[config.mk]
export PLATFORM = sky130hd
export DESIGN_NAME = led_pattern_pwm_controller
export DESIGN_NICKNAME = d
export VERILOG_FILES = /design/src/sv/lpp_pkg.sv /design/src/sv/lpp_led_unit.sv /design/src/sv/led_pattern_pwm_controller.sv
export SDC_FILE = /design/constraint.sdc
export NUM_CORES = 1
export LEC_CHECK = 0
export ABC_AREA = 1
export BUFFER_PORTS_ARGS = -buffer_cell sky130_fd_sc_hd__buf_2
export CAP_MARGIN = 20
export CORE_MARGIN = 2
export CORE_UTILIZATION = 35
export CTS_CLUSTER_SIZE = 16
export DETAILED_ROUTE_END_ITERATION = 10
export PLACE_DENSITY_LB_ADDON = 0.2
export SLEW_MARGIN = 20
export SYNTH_ARGS = -nofsm -noshare
export SYNTH_HDL_FRONTEND = slang
export SYNTH_SLANG_ARGS = --single-unit
[constraint.sdc]
create_clock -name clk -period 5.3 [get_ports clk]
set_input_delay 0.795 -clock clk [delete_from_list [all_inputs] [get_ports clk]]
set_output_delay 0.795 -clock clk [all_outputs]
set_load 0.01 [all_outputs]
[src/sv/lpp_pkg.sv]
// Package for the LED pattern and PWM controller.
// Holds command and pattern codes, timing constants and the request,
// result and per-LED step types. No dependencies.
package lpp_pkg;

  localparam int LED_COUNT_DEF      = 5;
  localparam int PRIORITY_SLOTS_DEF = 4;
  localparam int PIN_W              = 5;

  localparam logic [2:0] CMD_FAST     = 3'd0;
  localparam logic [2:0] CMD_SLOW     = 3'd1;
  localparam logic [2:0] CMD_SET_PAT  = 3'd2;
  localparam logic [2:0] CMD_SET_DUTY = 3'd3;
  localparam logic [2:0] CMD_DEBUG    = 3'd4;

  localparam logic [2:0] PAT_NONE    = 3'd0;
  localparam logic [2:0] PAT_ONCE    = 3'd1;
  localparam logic [2:0] PAT_FLICK   = 3'd2;
  localparam logic [2:0] PAT_BREATHE = 3'd3;
  localparam logic [2:0] PAT_ON      = 3'd4;
  localparam logic [2:0] PAT_OFF     = 3'd5;

  localparam logic [3:0] PWM_TOP         = 4'd10;
  localparam logic [6:0] ONCE_LEN        = 7'd10;
  localparam logic [6:0] FLICK_LEN       = 7'd10;
  localparam logic [6:0] RAMP_TOP        = 7'd10;
  localparam logic [6:0] RAMP_DOWN_START = 7'd20;
  localparam logic [6:0] RAMP_DOWN_END   = 7'd30;
  localparam logic [6:0] BREATHE_PERIOD  = 7'd80;
  localparam logic [2:0] CHASE_DIV       = 3'd5;

  typedef struct packed {
    logic [2:0] mode;
    logic [2:0] led_number;
    logic [2:0] priority_req;
    logic [2:0] pattern;
    logic [3:0] duty_value;
    logic       debug_on;
  } in_item_t;

  typedef struct packed {
    logic [4:0] led_pins;
    logic       debug_active;
  } out_item_t;

  typedef struct packed {
    logic       pin_we;
    logic       pin_val;
    logic [3:0] count;
    logic       hit;
    logic       duty_we;
    logic [3:0] duty_val;
    logic [6:0] timer;
    logic       slot_clr;
    logic [2:0] slot_idx;
  } led_res_t;

endpackage

[src/sv/lpp_led_unit.sv]
// Shared per-LED step unit: PWM advance on a fast tick, pattern service
// on a slow tick. Used once per cycle by the sequencer; depends on lpp_pkg.
module lpp_led_unit #(
  parameter int PRIORITY_SLOTS = lpp_pkg::PRIORITY_SLOTS_DEF
) (
  input  logic                           slow_tick,
  input  logic [PRIORITY_SLOTS-1:0][2:0] slot_row,
  input  logic [6:0]                     timer,
  input  logic [3:0]                     duty,
  input  logic [3:0]                     count,
  output lpp_pkg::led_res_t              res
);

  logic       found;
  logic [2:0] sel_idx;
  logic [2:0] sel_pat;
  logic [6:0] t_inc;

  always_comb begin
    found   = 1'b0;
    sel_idx = '0;
    sel_pat = lpp_pkg::PAT_NONE;
    for (int s = 0; s < PRIORITY_SLOTS; s++) begin
      if (slot_row[s] != lpp_pkg::PAT_NONE) begin
        found   = 1'b1;
        sel_idx = 3'(s);
        sel_pat = slot_row[s];
      end
    end
  end

  assign t_inc = timer + 7'd1;

  always_comb begin
    res          = '0;
    res.count    = count;
    res.timer    = timer;
    res.slot_idx = sel_idx;
    if (!slow_tick) begin
      if (count < duty) begin
        res.pin_we  = 1'b1;
        res.pin_val = 1'b1;
        res.count   = count + 4'd1;
      end else if (count < lpp_pkg::PWM_TOP) begin
        res.pin_we  = 1'b1;
        res.pin_val = 1'b0;
        res.count   = count + 4'd1;
      end else begin
        res.count = '0;
      end
    end else if (found) begin
      res.hit = 1'b1;
      case (sel_pat)
        lpp_pkg::PAT_ONCE: begin
          res.duty_we = 1'b1;
          if (t_inc < lpp_pkg::ONCE_LEN) begin
            res.timer    = t_inc;
            res.duty_val = lpp_pkg::PWM_TOP;
          end else begin
            res.timer    = '0;
            res.duty_val = '0;
            res.slot_clr = 1'b1;
          end
        end
        lpp_pkg::PAT_FLICK: begin
          res.timer = t_inc;
          if (t_inc == 7'd1) begin
            res.duty_we  = 1'b1;
            res.duty_val = lpp_pkg::PWM_TOP;
          end else if (t_inc == 7'd2) begin
            res.duty_we  = 1'b1;
            res.duty_val = '0;
          end else if (t_inc >= lpp_pkg::FLICK_LEN) begin
            res.timer = '0;
          end
        end
        lpp_pkg::PAT_BREATHE: begin
          res.timer = t_inc;
          if (t_inc <= lpp_pkg::RAMP_TOP) begin
            res.duty_we  = 1'b1;
            res.duty_val = t_inc[3:0];
          end else if (t_inc > lpp_pkg::RAMP_DOWN_START &&
                       t_inc <= lpp_pkg::RAMP_DOWN_END) begin
            res.duty_we  = 1'b1;
            res.duty_val = 4'(lpp_pkg::RAMP_DOWN_END - t_inc);
          end else if (t_inc >= lpp_pkg::BREATHE_PERIOD) begin
            res.timer = '0;
          end
        end
        lpp_pkg::PAT_ON: begin
          res.duty_we  = 1'b1;
          res.duty_val = lpp_pkg::PWM_TOP;
        end
        lpp_pkg::PAT_OFF: begin
          res.duty_we  = 1'b1;
          res.duty_val = '0;
        end
        default: begin
          res.timer = '0;
        end
      endcase
    end
  end

endmodule

[src/sv/led_pattern_pwm_controller.sv]
// Top level of the LED pattern and PWM controller: request handshake,
// LED walk sequencer, state storage, debug chase and result register.
// Depends on lpp_pkg and lpp_led_unit.
//
//   channel | dir | handshake          | payload
//   in_     | in  | in_valid/in_stall  | lpp_pkg::in_item_t
//   out_    | out | out_valid/out_stall| lpp_pkg::out_item_t
//
// Fast and slow ticks outside debug walk the LEDs one per cycle through the
// shared step unit in ST_EXEC; other requests pass ST_EXEC without a walk.
// Every request then waits in ST_DONE until the output register can load.
// A new request is accepted once the sequencer is idle, even while a
// result waits in the output register under out_stall.
// Synchronous active-low reset clears all LED state, slots and timers.
module led_pattern_pwm_controller #(
  parameter int LED_COUNT      = lpp_pkg::LED_COUNT_DEF,
  parameter int PRIORITY_SLOTS = lpp_pkg::PRIORITY_SLOTS_DEF
) (
  input  logic                clk,
  input  logic                rst_n,
  input  logic                in_valid,
  output logic                in_stall,
  input  lpp_pkg::in_item_t   in_data,
  output logic                out_valid,
  input  logic                out_stall,
  output lpp_pkg::out_item_t  out_data
);

  localparam int LED_W  = (LED_COUNT > 1) ? $clog2(LED_COUNT) : 1;
  localparam int SLOT_W = (PRIORITY_SLOTS > 1) ? $clog2(PRIORITY_SLOTS) : 1;

  localparam logic [1:0] ST_IDLE = 2'd0;
  localparam logic [1:0] ST_EXEC = 2'd1;
  localparam logic [1:0] ST_DONE = 2'd2;

  logic [1:0]               state_r, state_nxt;
  lpp_pkg::in_item_t        req_r;
  logic [LED_W-1:0]         led_idx_r, led_idx_nxt;
  logic [lpp_pkg::PIN_W-1:0] pin_r, pin_nxt;
  logic                     debug_r, debug_nxt;
  logic [2:0]               presc_r, presc_nxt;
  logic [3:0]               step_r, step_nxt;
  logic                     out_valid_r, out_valid_nxt;
  lpp_pkg::out_item_t       out_data_r;

  logic [3:0]                     duty_r  [LED_COUNT];
  logic [3:0]                     cnt_r   [LED_COUNT];
  logic [6:0]                     timer_r [LED_COUNT];
  logic [PRIORITY_SLOTS-1:0][2:0] slots_r [LED_COUNT];

  logic                           in_acc, exec, walk, is_slow, last_led;
  logic [2:0]                     wr_num;
  logic [LED_W-1:0]               wr_led, rd_led;
  logic                           num_ok, prio_ok, pat_we, duty_we_cmd, out_load;
  logic [SLOT_W-1:0]              prio_idx;
  logic [PRIORITY_SLOTS-1:0][2:0] row;
  logic [2:0]                     chase_led;
  lpp_pkg::led_res_t              res;

  assign in_acc   = in_valid && !in_stall;
  assign in_stall = (state_r != ST_IDLE);
  assign exec     = (state_r == ST_EXEC);
  assign is_slow  = (req_r.mode == lpp_pkg::CMD_SLOW);
  assign walk     = (req_r.mode == lpp_pkg::CMD_FAST || is_slow) && !debug_r;
  assign last_led = (led_idx_r == LED_W'(LED_COUNT - 1));

  assign wr_num   = req_r.led_number - 3'd1;
  assign wr_led   = wr_num[LED_W-1:0];
  assign num_ok   = (req_r.led_number != 3'd0) && (req_r.led_number <= 3'(LED_COUNT));
  assign prio_ok  = ({1'b0, req_r.priority_req} < 4'(PRIORITY_SLOTS));
  assign prio_idx = req_r.priority_req[SLOT_W-1:0];
  assign rd_led   = (req_r.mode == lpp_pkg::CMD_SET_PAT) ? (num_ok ? wr_led : '0)
                                                         : led_idx_r;
  assign row      = slots_r[rd_led];

  assign pat_we = exec && (req_r.mode == lpp_pkg::CMD_SET_PAT) && num_ok && prio_ok &&
                  (row[prio_idx] != req_r.pattern);
  assign duty_we_cmd = exec && (req_r.mode == lpp_pkg::CMD_SET_DUTY) && num_ok &&
                       (req_r.duty_value <= lpp_pkg::PWM_TOP);

  assign chase_led = step_r[3:1];

  lpp_led_unit #(
    .PRIORITY_SLOTS(PRIORITY_SLOTS)
  ) u_led_unit (
    .slow_tick(is_slow),
    .slot_row (row),
    .timer    (timer_r[led_idx_r]),
    .duty     (duty_r[led_idx_r]),
    .count    (cnt_r[led_idx_r]),
    .res      (res)
  );

  always_comb begin
    pin_nxt   = pin_r;
    debug_nxt = debug_r;
    presc_nxt = presc_r;
    step_nxt  = step_r;
    if (exec) begin
      if (walk) begin
        if (!is_slow && res.pin_we) begin
          pin_nxt[led_idx_r] = res.pin_val;
        end
      end else if (is_slow) begin
        presc_nxt = presc_r + 3'd1;
        if (presc_nxt >= lpp_pkg::CHASE_DIV) begin
          presc_nxt = '0;
          if ({1'b0, chase_led} >= 4'(LED_COUNT)) begin
            step_nxt = '0;
          end else if (!step_r[0]) begin
            pin_nxt[chase_led] = 1'b1;
            step_nxt           = step_r + 4'd1;
          end else begin
            pin_nxt[chase_led] = 1'b0;
            if ({1'b0, chase_led} + 4'd1 < 4'(LED_COUNT)) begin
              pin_nxt[chase_led + 3'd1] = 1'b1;
              step_nxt                  = step_r + 4'd2;
            end else begin
              step_nxt = '0;
            end
          end
        end
      end else if (req_r.mode == lpp_pkg::CMD_DEBUG) begin
        debug_nxt = req_r.debug_on;
        if (!req_r.debug_on) begin
          pin_nxt = '0;
        end
      end
    end
  end

  always_comb begin
    state_nxt   = state_r;
    led_idx_nxt = led_idx_r;
    out_load    = 1'b0;
    case (state_r)
      ST_IDLE: begin
        if (in_acc) begin
          state_nxt = ST_EXEC;
        end
      end
      ST_EXEC: begin
        if (walk && !last_led) begin
          led_idx_nxt = led_idx_r + LED_W'(1);
        end else begin
          led_idx_nxt = '0;
          state_nxt   = ST_DONE;
        end
      end
      ST_DONE: begin
        if (!out_valid_r || !out_stall) begin
          out_load  = 1'b1;
          state_nxt = ST_IDLE;
        end
      end
      default: begin
        state_nxt   = ST_IDLE;
        led_idx_nxt = '0;
      end
    endcase
    out_valid_nxt = out_load ? 1'b1 : (out_valid_r && out_stall);
  end

  always_ff @(posedge clk) begin
    if (!rst_n) begin
      state_r     <= ST_IDLE;
      led_idx_r   <= '0;
      pin_r       <= '0;
      debug_r     <= 1'b0;
      presc_r     <= '0;
      step_r      <= '0;
      out_valid_r <= 1'b0;
    end else begin
      state_r     <= state_nxt;
      led_idx_r   <= led_idx_nxt;
      pin_r       <= pin_nxt;
      debug_r     <= debug_nxt;
      presc_r     <= presc_nxt;
      step_r      <= step_nxt;
      out_valid_r <= out_valid_nxt;
    end
  end

  always_ff @(posedge clk) begin
    if (in_acc) begin
      req_r <= in_data;
    end
    if (out_load) begin
      out_data_r.led_pins     <= pin_r;
      out_data_r.debug_active <= debug_r;
    end
  end

  always_ff @(posedge clk) begin
    for (int k = 0; k < LED_COUNT; k++) begin
      if (!rst_n) begin
        duty_r[k]  <= '0;
        cnt_r[k]   <= '0;
        timer_r[k] <= '0;
        slots_r[k] <= '0;
      end else begin
        if (exec && walk && led_idx_r == LED_W'(k)) begin
          if (!is_slow) begin
            cnt_r[k] <= res.count;
          end else if (res.hit) begin
            timer_r[k] <= res.timer;
            if (res.duty_we) begin
              duty_r[k] <= res.duty_val;
            end
            if (res.slot_clr) begin
              slots_r[k][res.slot_idx[SLOT_W-1:0]] <= lpp_pkg::PAT_NONE;
            end
          end
        end
        if (pat_we && wr_led == LED_W'(k)) begin
          slots_r[k][prio_idx] <= req_r.pattern;
          timer_r[k]           <= '0;
        end
        if (duty_we_cmd && wr_led == LED_W'(k)) begin
          duty_r[k] <= req_r.duty_value;
        end
      end
    end
  end

  assign out_valid = out_valid_r;
  assign out_data  = out_data_r;

  a_accept_starts_exec: assert property (@(posedge clk) disable iff (!rst_n)
    in_acc |=> state_r == ST_EXEC)
    else $error("accepted request did not start execution");

  a_result_after_done: assert property (@(posedge clk) disable iff (!rst_n)
    $rose(out_valid_r) |-> $past(state_r) == ST_DONE)
    else $error("result raised outside the done state");

  a_walk_index_idle: assert property (@(posedge clk) disable iff (!rst_n)
    state_r != ST_EXEC |-> led_idx_r == '0)
    else $error("LED walk index left nonzero outside execution");

  a_single_writer: assert property (@(posedge clk) disable iff (!rst_n)
    (exec && walk) |-> !(pat_we || duty_we_cmd))
    else $error("command write overlaps LED walk");

endmodule

==> results.md, run 1 <==
- Overall die width: 176 µm
- Max_cap viols: 0
- Fin crit share: 0.823
- Asr flop ratio synth: 0
- Area of the multi-input gates: 4360 µm²
- Layout Cell Area excl Fill: 11300 µm²
- Crit path max-delay cell type: dfxtp_1
- R2r setup slk: 0.94 ns
- I/O Buffers: 28
- WHS Path Cells: 0
- Peak supply drop: 0.000162 V
- Hold Violations, Final: 0
- Max incr delay on CP: 0.68 ns
- Setup violations, final: 0
- Routed Wire Length: 27000 µm
- Die area: 30800 µm²
- Reg-to-reg critical path endpoint: duty_r[0][1]
- Most frequent cell after synthesis: nand2_1
- Die height: 176 µm
- Post-layout nets: 1268
- Crit-path leading delay family: compound AO/OA/AOI/OAI gates
- Sink Count: 180
- First-pass GRT wire length: 43100 µm
- Clk buf depth: 2
- Adder-Cell Fraction of Synth Area: 0.0279
- Post-route DRC: 0
- Worst path required time: 5.37 ns
- Largest family of logic cells by synthesized area: simple AND/OR/NAND/NOR gates
- Cell count after synthesis: 1208
- Fin crit period: 4.36 ns
- Synth warn: 0
- ANT nets after route: 0
- Vias: 8164
- Total GRT Usage: 0.181
- Layout cells sized above 1: 0.123
- Measured slew at the worst slew-check pin: 1.05 ns
- Initial antenna violation count: 0
- Syn nets: 1252
- Pin count of the biggest net entering global routing: 39
- # IOs: 29
- Clock Latency Late Sink: 0.44 ns
- Top_reg_cell synth: edfxtp_1
- Hold wc startpoint: pin_r[2]
- PwrDens: 285 nW/µm²
- WHS: 0.433 ns
- Leakage: 4.66 nW
- Status: complete, no violations
- Setup TNS Final: 0 ns
- Xor/xnor cell area share of the yosys netlist: 0.00766
- WHS Endpoint: out_data[3]
- Crit-path max FO: 16
- WP data arrival: 4.43 ns
- Half-perimeter wire length after detailed placement: 20000 µm
- FF-to-FF path depth: 15
- Routability cong.: 0.933
- Critical path class: flip-flop to flip-flop
- TritonRoute pass-1 iters: 5
- Type of origin of the critical path: flip-flop
- Main area contributors after synthesis: edfxtp_1 46%, nand2_1 8.7%, nor2_1 6.8%
- Hold-fix buffers, CTS: 0
- Synth top cells by count: 238 x nand2_1, 186 x nor2_1, 158 x edfxtp_1
- Remaining global-route overflow: 0
- FF/Latch Area: 5180 µm²
- Cell variety after synth: 51
- Clock transition at path regs: 0.07 ns
- Area grow syn2layout: 10.0%
- Synth Cell Area: 10300 µm²
- Starting Density: 0.357
- Crit. End Element: flip-flop
- Critical path buffers and inverters: 2
- Synth area leader: edfxtp_1
- Post-synth top area share: 0.461
- Worst Hold Class: flip-flop to flip-flop
- Placed instance area: 10800 µm²
- Fill count: 3007
- Post-synthesis simple-gate area fraction: 0.278
- DRT iter0 DRCs: 736
- Pwr Total: 3.22 mW
- RSZ-0062 raised after global routing: false
- Root buffer cell: clkbuf_16
- Average vias per placed instance: 5.04
- Register area share after synthesis: 0.504
- Number of global-route vias before repair: 7810
- Register bit count reported by yosys: 180
- Worst-path cell chain: inv_1, o21ai_0, ha_1, nand2_1, nor2_1, nand3_1, xor2_1, inv_1, nor2_2, o21ai_1, nand2_1, nand2_2, nand3_4, nand2_4, o21ai_0
- CTS tree: yes
- Final Non-Filler Cells: 1621
- Core ar.: 28900 µm²
- Final number of max-transition violations: 0
- Number of post-CTS setup repair buffers: 0
- H-Tree Depth: 4
- Max Clk Rate: 229 MHz
- Slew HR: 0.300
- Std cell rows: 62
- ANT cells: 0
- Synth Area in Compound Gates: 0.106
- Placed cells: 1589
- Syn Area/Cell: 8.52 µm²
- Number of flops mapped to enable cells by yosys: 158
- Routed WL per cell: 16.7 µm
- CTS Buf Count: 17
- Final Skew: 0.0116 ns
- Mux cell area share after synthesis: 0.00292
- Post_cts resized: 0
==> registers in the layout (all words and copies together), names as in the netlist, named ones only <==
| register | count |
|---|---|
| cnt_r | 20 |
| debug_r | 1 |
| duty_r | 20 |
| led_idx_r | 3 |
| out_data | 6 |
| out_valid | 1 |
| pin_r | 5 |
| presc_r | 3 |
| prio_idx | 2 |
| req_r | 15 |
| slots_r | 60 |
| state_r | 2 |
| step_r | 4 |
| timer_r | 35 |
==> cell type report <==
| class | instances | area share |
|---|---|---|
| flip-flops and latches | 180 | 0.458 |
| multi-input cells | 841 | 0.385 |
| inverters | 147 | 0.0489 |
| well taps | 384 | 0.0424 |
| clock buffers | 17 | 0.0376 |
| repair buffers | 37 | 0.0183 |
| clock inverters | 15 | 0.0105 |
==> power breakdown <==
part	internal, mW	switching [mW]	total, mW	leakage, nW
Clock	0.612	0.591	1.20	0.269
Combinational	0.111	0.293	0.404	2.60
Sequential	1.59	0.0266	1.62	1.79
==> cell families (layout without fill, tap and decap cells) <==
| kind of cell | count (synthesis) | in the layout |
|---|---|---|
| xor gates and xnor gates | 9 | 9 |
| AOI/OAI and AO/OA | 186 | 186 |
| and+or+nand+nor | 620 | 620 |
| adders and majority gates | 23 | 23 |
| muxes | 3 | 3 |
| DFF | 180 | 180 |
| buffers and inverters | 187 | 216 |
==> worst max-delay path by stage <==
stage | endpoint | slack [ns] | cells after the start
floorplan | duty_r[0][0] | 1.62 | 21
detailed placement | duty_r[0][0] | 0.93 | 17
global placement | duty_r[0][0] | 1.02 | 17
global route | duty_r[0][2] | 0.42 | 18
finish | duty_r[0][1] | 0.94 | 15
CTS | duty_r[0][3] | 0.91 | 17
==> routing by layer <==
layer / up-vias / track usage / wire length, µm
met2: 217 / 0.292 / 12600
met4: 0 / 0.0523 / 538
met3: 45 / 0.0299 / 1200
met5: - / 0 / 0
met1: 3820 / 0.251 / 12700
li1: 4082 / - / -
==> worst reg2reg max path, delay by kind of cell, from the launching register on <==
family	cells	cell delay [ns]
buf+inv	2	0.55
simple gates	8	1.03
flops	1	0.68
fa+ha+maj	1	0.25
xor+xnor	1	0.24
compound gates	3	1.25
==> per-stage QoR <==
step | setup WS, ns | utilization
after floorplan | 1.62 | -
after global placement | 1.02 | 0.374
after detailed placement | 0.931 | 0.374
after CTS | 0.908 | 0.393
after global routing | 0.422 | 0.393
final | 0.939 | 0.393
==> layout by cell type (no fill, tap or decap), types with 3 or more instances in the layout <==
| cell | instances |
|---|---|
| a21oi_1 | 44 |
| nand3_2 | 10 |
| nand2_4 | 8 |
| nor2_1 | 185 |
| clkinv_2 | 6 |
| nand3b_1 | 8 |
| nand3_1 | 102 |
| xor2_1 | 8 |
| nand2_2 | 12 |
| o211ai_1 | 18 |
| o21ai_2 | 3 |
| inv_2 | 11 |
| buf_2 | 28 |
| o21ai_0 | 68 |
| dfxtp_1 | 22 |
| edfxtp_1 | 158 |
| nand4_1 | 9 |
| ha_1 | 23 |
| clkbuf_16 | 17 |
| inv_6 | 6 |
| nand2_1 | 238 |
| nor2_2 | 12 |
| o21ai_1 | 16 |
| o22ai_1 | 16 |
| nor3_1 | 15 |
| mux2i_1 | 3 |
| buf_4 | 9 |
| a31oi_1 | 3 |
| or2_2 | 10 |
| nand3_4 | 3 |
| inv_1 | 133 |
(Power assumes the default switching activity.)
==> run 2, diff against run 1 <==
==> constraint.sdc (replaced) <==
create_clock -name clk -period 4.5 [get_ports clk]
set_input_delay 0.675 -clock clk [delete_from_list [all_inputs] [get_ports clk]]
set_output_delay 0.675 -clock clk [all_outputs]
set_load 0.01 [all_outputs]
==> run 2 against run 1 <==
Against the previous run: combinational power increased by 23%; utilization rose by 0.53 points; setup slack worse by 0.57 ns; final cell count grew 0.68%; die area stayed put; critical path depth increased by 7; clock skew grew 0.0034 ns; sequential share of layout area fell by 0.61 points; largest cell class unchanged; largest power group unchanged.
==> results.md, run 2 (synthesized netlist as in run 1, its figures left out) <==
- Worst Hold Class: input port to flip-flop (was flip-flop to flip-flop)
- Max reg flops: 60 (unchanged)
- Setup TNS Final: 0 ns (unchanged)
- Leakage: 4.75 nW (was 4.66 nW)
- Crit. End Element: flip-flop (unchanged)
- Die area: 30800 µm² (unchanged)
- Final Skew: 0.0150 ns (was 0.0116 ns)
- Crit path max-delay cell type: edfxtp_1 (was dfxtp_1)
- Core ar.: 28900 µm² (unchanged)
- Top reg by flops: slots_r (unchanged)
- Post-route DRC: 0 (unchanged)
- Most frequent cells in the layout: 238 x nand2_1, 185 x nor2_1, 158 x edfxtp_1 (unchanged)
- Root buffer cell: clkbuf_16 (unchanged)
- Number of global-route vias before repair: 7990 (was 7810)
- Most frequent CP cell: nand2_1
- Clock transition at path regs: 0.07 ns (about the same)
- Post-layout nets: 1279 (was 1268)
- TritonRoute pass-1 iters: 5 (unchanged)
- ANT nets after route: 0 (unchanged)
- Hold Violations, Final: 0 (unchanged)
- RSZ-0062 raised after global routing: false (unchanged)
- Fin crit period: 4.13 ns (was 4.36 ns)
- Placed instance area: 10900 µm² (was 10800 µm²)
- Routability cong.: 0.909 (was 0.933)
- Crit-path max FO: 23 (was 16)
- Most common cell after layout, fill and taps aside: nand2_1 (unchanged)
- Routed Wire Length: 28700 µm (was 27000 µm)
- Layout cells sized above 1: 0.131 (was 0.123)
- Starting Density: 0.357 (unchanged)
- Area grow syn2layout: 11.5% (was 10.0%)
- Overall die width: 176 µm (unchanged)
- # IOs: 29 (unchanged)
- Layout Cell Area excl Fill: 11500 µm² (was 11300 µm²)
- Status: complete, no violations (unchanged)
- Max incr delay on CP: 0.46 ns (was 0.68 ns)
- ANT cells: 0 (unchanged)
- I/O Buffers: 28 (unchanged)
- Remaining global-route overflow: 0 (unchanged)
- PwrDens: 349 nW/µm² (was 285 nW/µm²)
- Peak supply drop: 0.000232 V (was 0.000162 V)
- Post_cts resized: 0 (unchanged)
- Sink Count: 180 (unchanged)
- Half-perimeter wire length after detailed placement: 21000 µm (was 20000 µm)
- Worst path required time: 4.60 ns (was 5.37 ns)
- H-Tree Depth: 4 (unchanged)
- Std cell rows: 62 (unchanged)
- Clk buf depth: 2 (unchanged)
- Die height: 176 µm (unchanged)
- CTS Buf Count: 17 (unchanged)
- Vias: 8366 (was 8164)
- Pin count of the biggest net entering global routing: 39 (unchanged)
- Critical path class: flip-flop to flip-flop (unchanged)
- First-pass GRT wire length: 45400 µm (was 43100 µm)
- Fin crit share: 0.917 (was 0.823)
- Average vias per placed instance: 5.13 (was 5.04)
- WP data arrival: 4.23 ns (was 4.43 ns)
- Setup violations, final: 0 (unchanged)
- Total GRT Usage: 0.191 (was 0.181)
- Routed WL per cell: 17.6 µm (was 16.7 µm)
- CTS tree: yes (unchanged)
- Final number of max-transition violations: 0 (unchanged)
- Top flop regs: slots_r x60, timer_r x35 (unchanged)
- Initial antenna violation count: 0 (unchanged)
- Max_cap viols: 0 (unchanged)
- Measured slew at the worst slew-check pin: 0.971 ns (was 1.05 ns)
- Type of origin of the critical path: flip-flop (unchanged)
- Max Clk Rate: 242 MHz (was 229 MHz)
- Hold-fix buffers, CTS: 0 (unchanged)
- Number of post-CTS setup repair buffers: 0 (unchanged)
- DRT iter0 DRCs: 862 (was 736)
- Clock Latency Late Sink: 0.45 ns (was 0.44 ns)
- Slew HR: 0.353 (was 0.300)
- Worst-path cell chain: inv_1, ha_1, inv_1, nand2_1, nor2_2, nor2_4, nand2_2, nand2_4, nand2_1, nand3_1, nand2_1, nand2_1, nand2_1, nand3_4, nor2_8, nand2_4, o21ai_4, inv_2, nand2_1, nor2_1, nand2_2, o211ai_1 (was inv_1, o21ai_0, ha_1, nand2_1, nor2_1, nand3_1, xor2_1, inv_1, nor2_2, o21ai_1, nand2_1, nand2_2, nand3_4, nand2_4, o21ai_0)
==> run 2: critical path, delay by kind of cell, from the launching register on <==
kind,cells,cell delay [ns]
buffers and inverters,3,0.56
AND/OR/NAND/NOR,16,2.06
adder cells (fa/ha/maj),1,0.19
AO/OA/AOI/OAI,2,0.49
flip-flops,1,0.46
==> run 2: layout make-up <==
class	instances	area, µm²
fill	2941	17400
clock inverter	15	190
timing repair buffer	48	290
multi-input combinational	841	4360
clock buffer	17	425
inverter	147	554
sequential	180	5180
tap	384	480
==> run 2: report_power, final <==
part | switching, mW | internal, mW
clock network | 0.720 | 0.892
logic | 0.359 | 0.138
registers | 0.0313 | 1.87
==> run 2: final timing paths <==
kind                                 start             end  slack (ns)  cells after the start
worst max-delay path             req_r[12]  slots_r[0][10]        0.37                     22
worst min-delay path            in_data[8]     prio_idx[0]        0.40                      1
worst max register to register   req_r[12]  slots_r[0][10]        0.37                     22
worst min register to register    pin_r[2]     out_data[3]        0.43                      0
==> run 2: per-stage QoR <==
stage | instances | hold WS, ns | setup WS, ns | utilization | power, mW
detailed placement | 1600 | 0.415 | 0.412 | 0.377 | 2.43
finish | 1632 | 0.404 | 0.373 | 0.398 | 4.01
CTS | 1632 | 0.394 | 0.387 | 0.398 | 4.03
global placement | 1600 | 0.417 | 0.489 | 0.377 | 2.43
global route | 1632 | 0.391 | 0.0162 | 0.398 | 4.15
floorplan | 1208 | 0.408 | 0.817 | - | 2.28
==> run 2: layer usage <==
layer	part of all wire	vias to the layer above	GRT usage
met1	0.47	3970	0.274
met5	0	-	0
met4	0.020	0	0.0599
met3	0.052	43	0.0262
li1	-	4111	-
met2	0.46	242	0.299
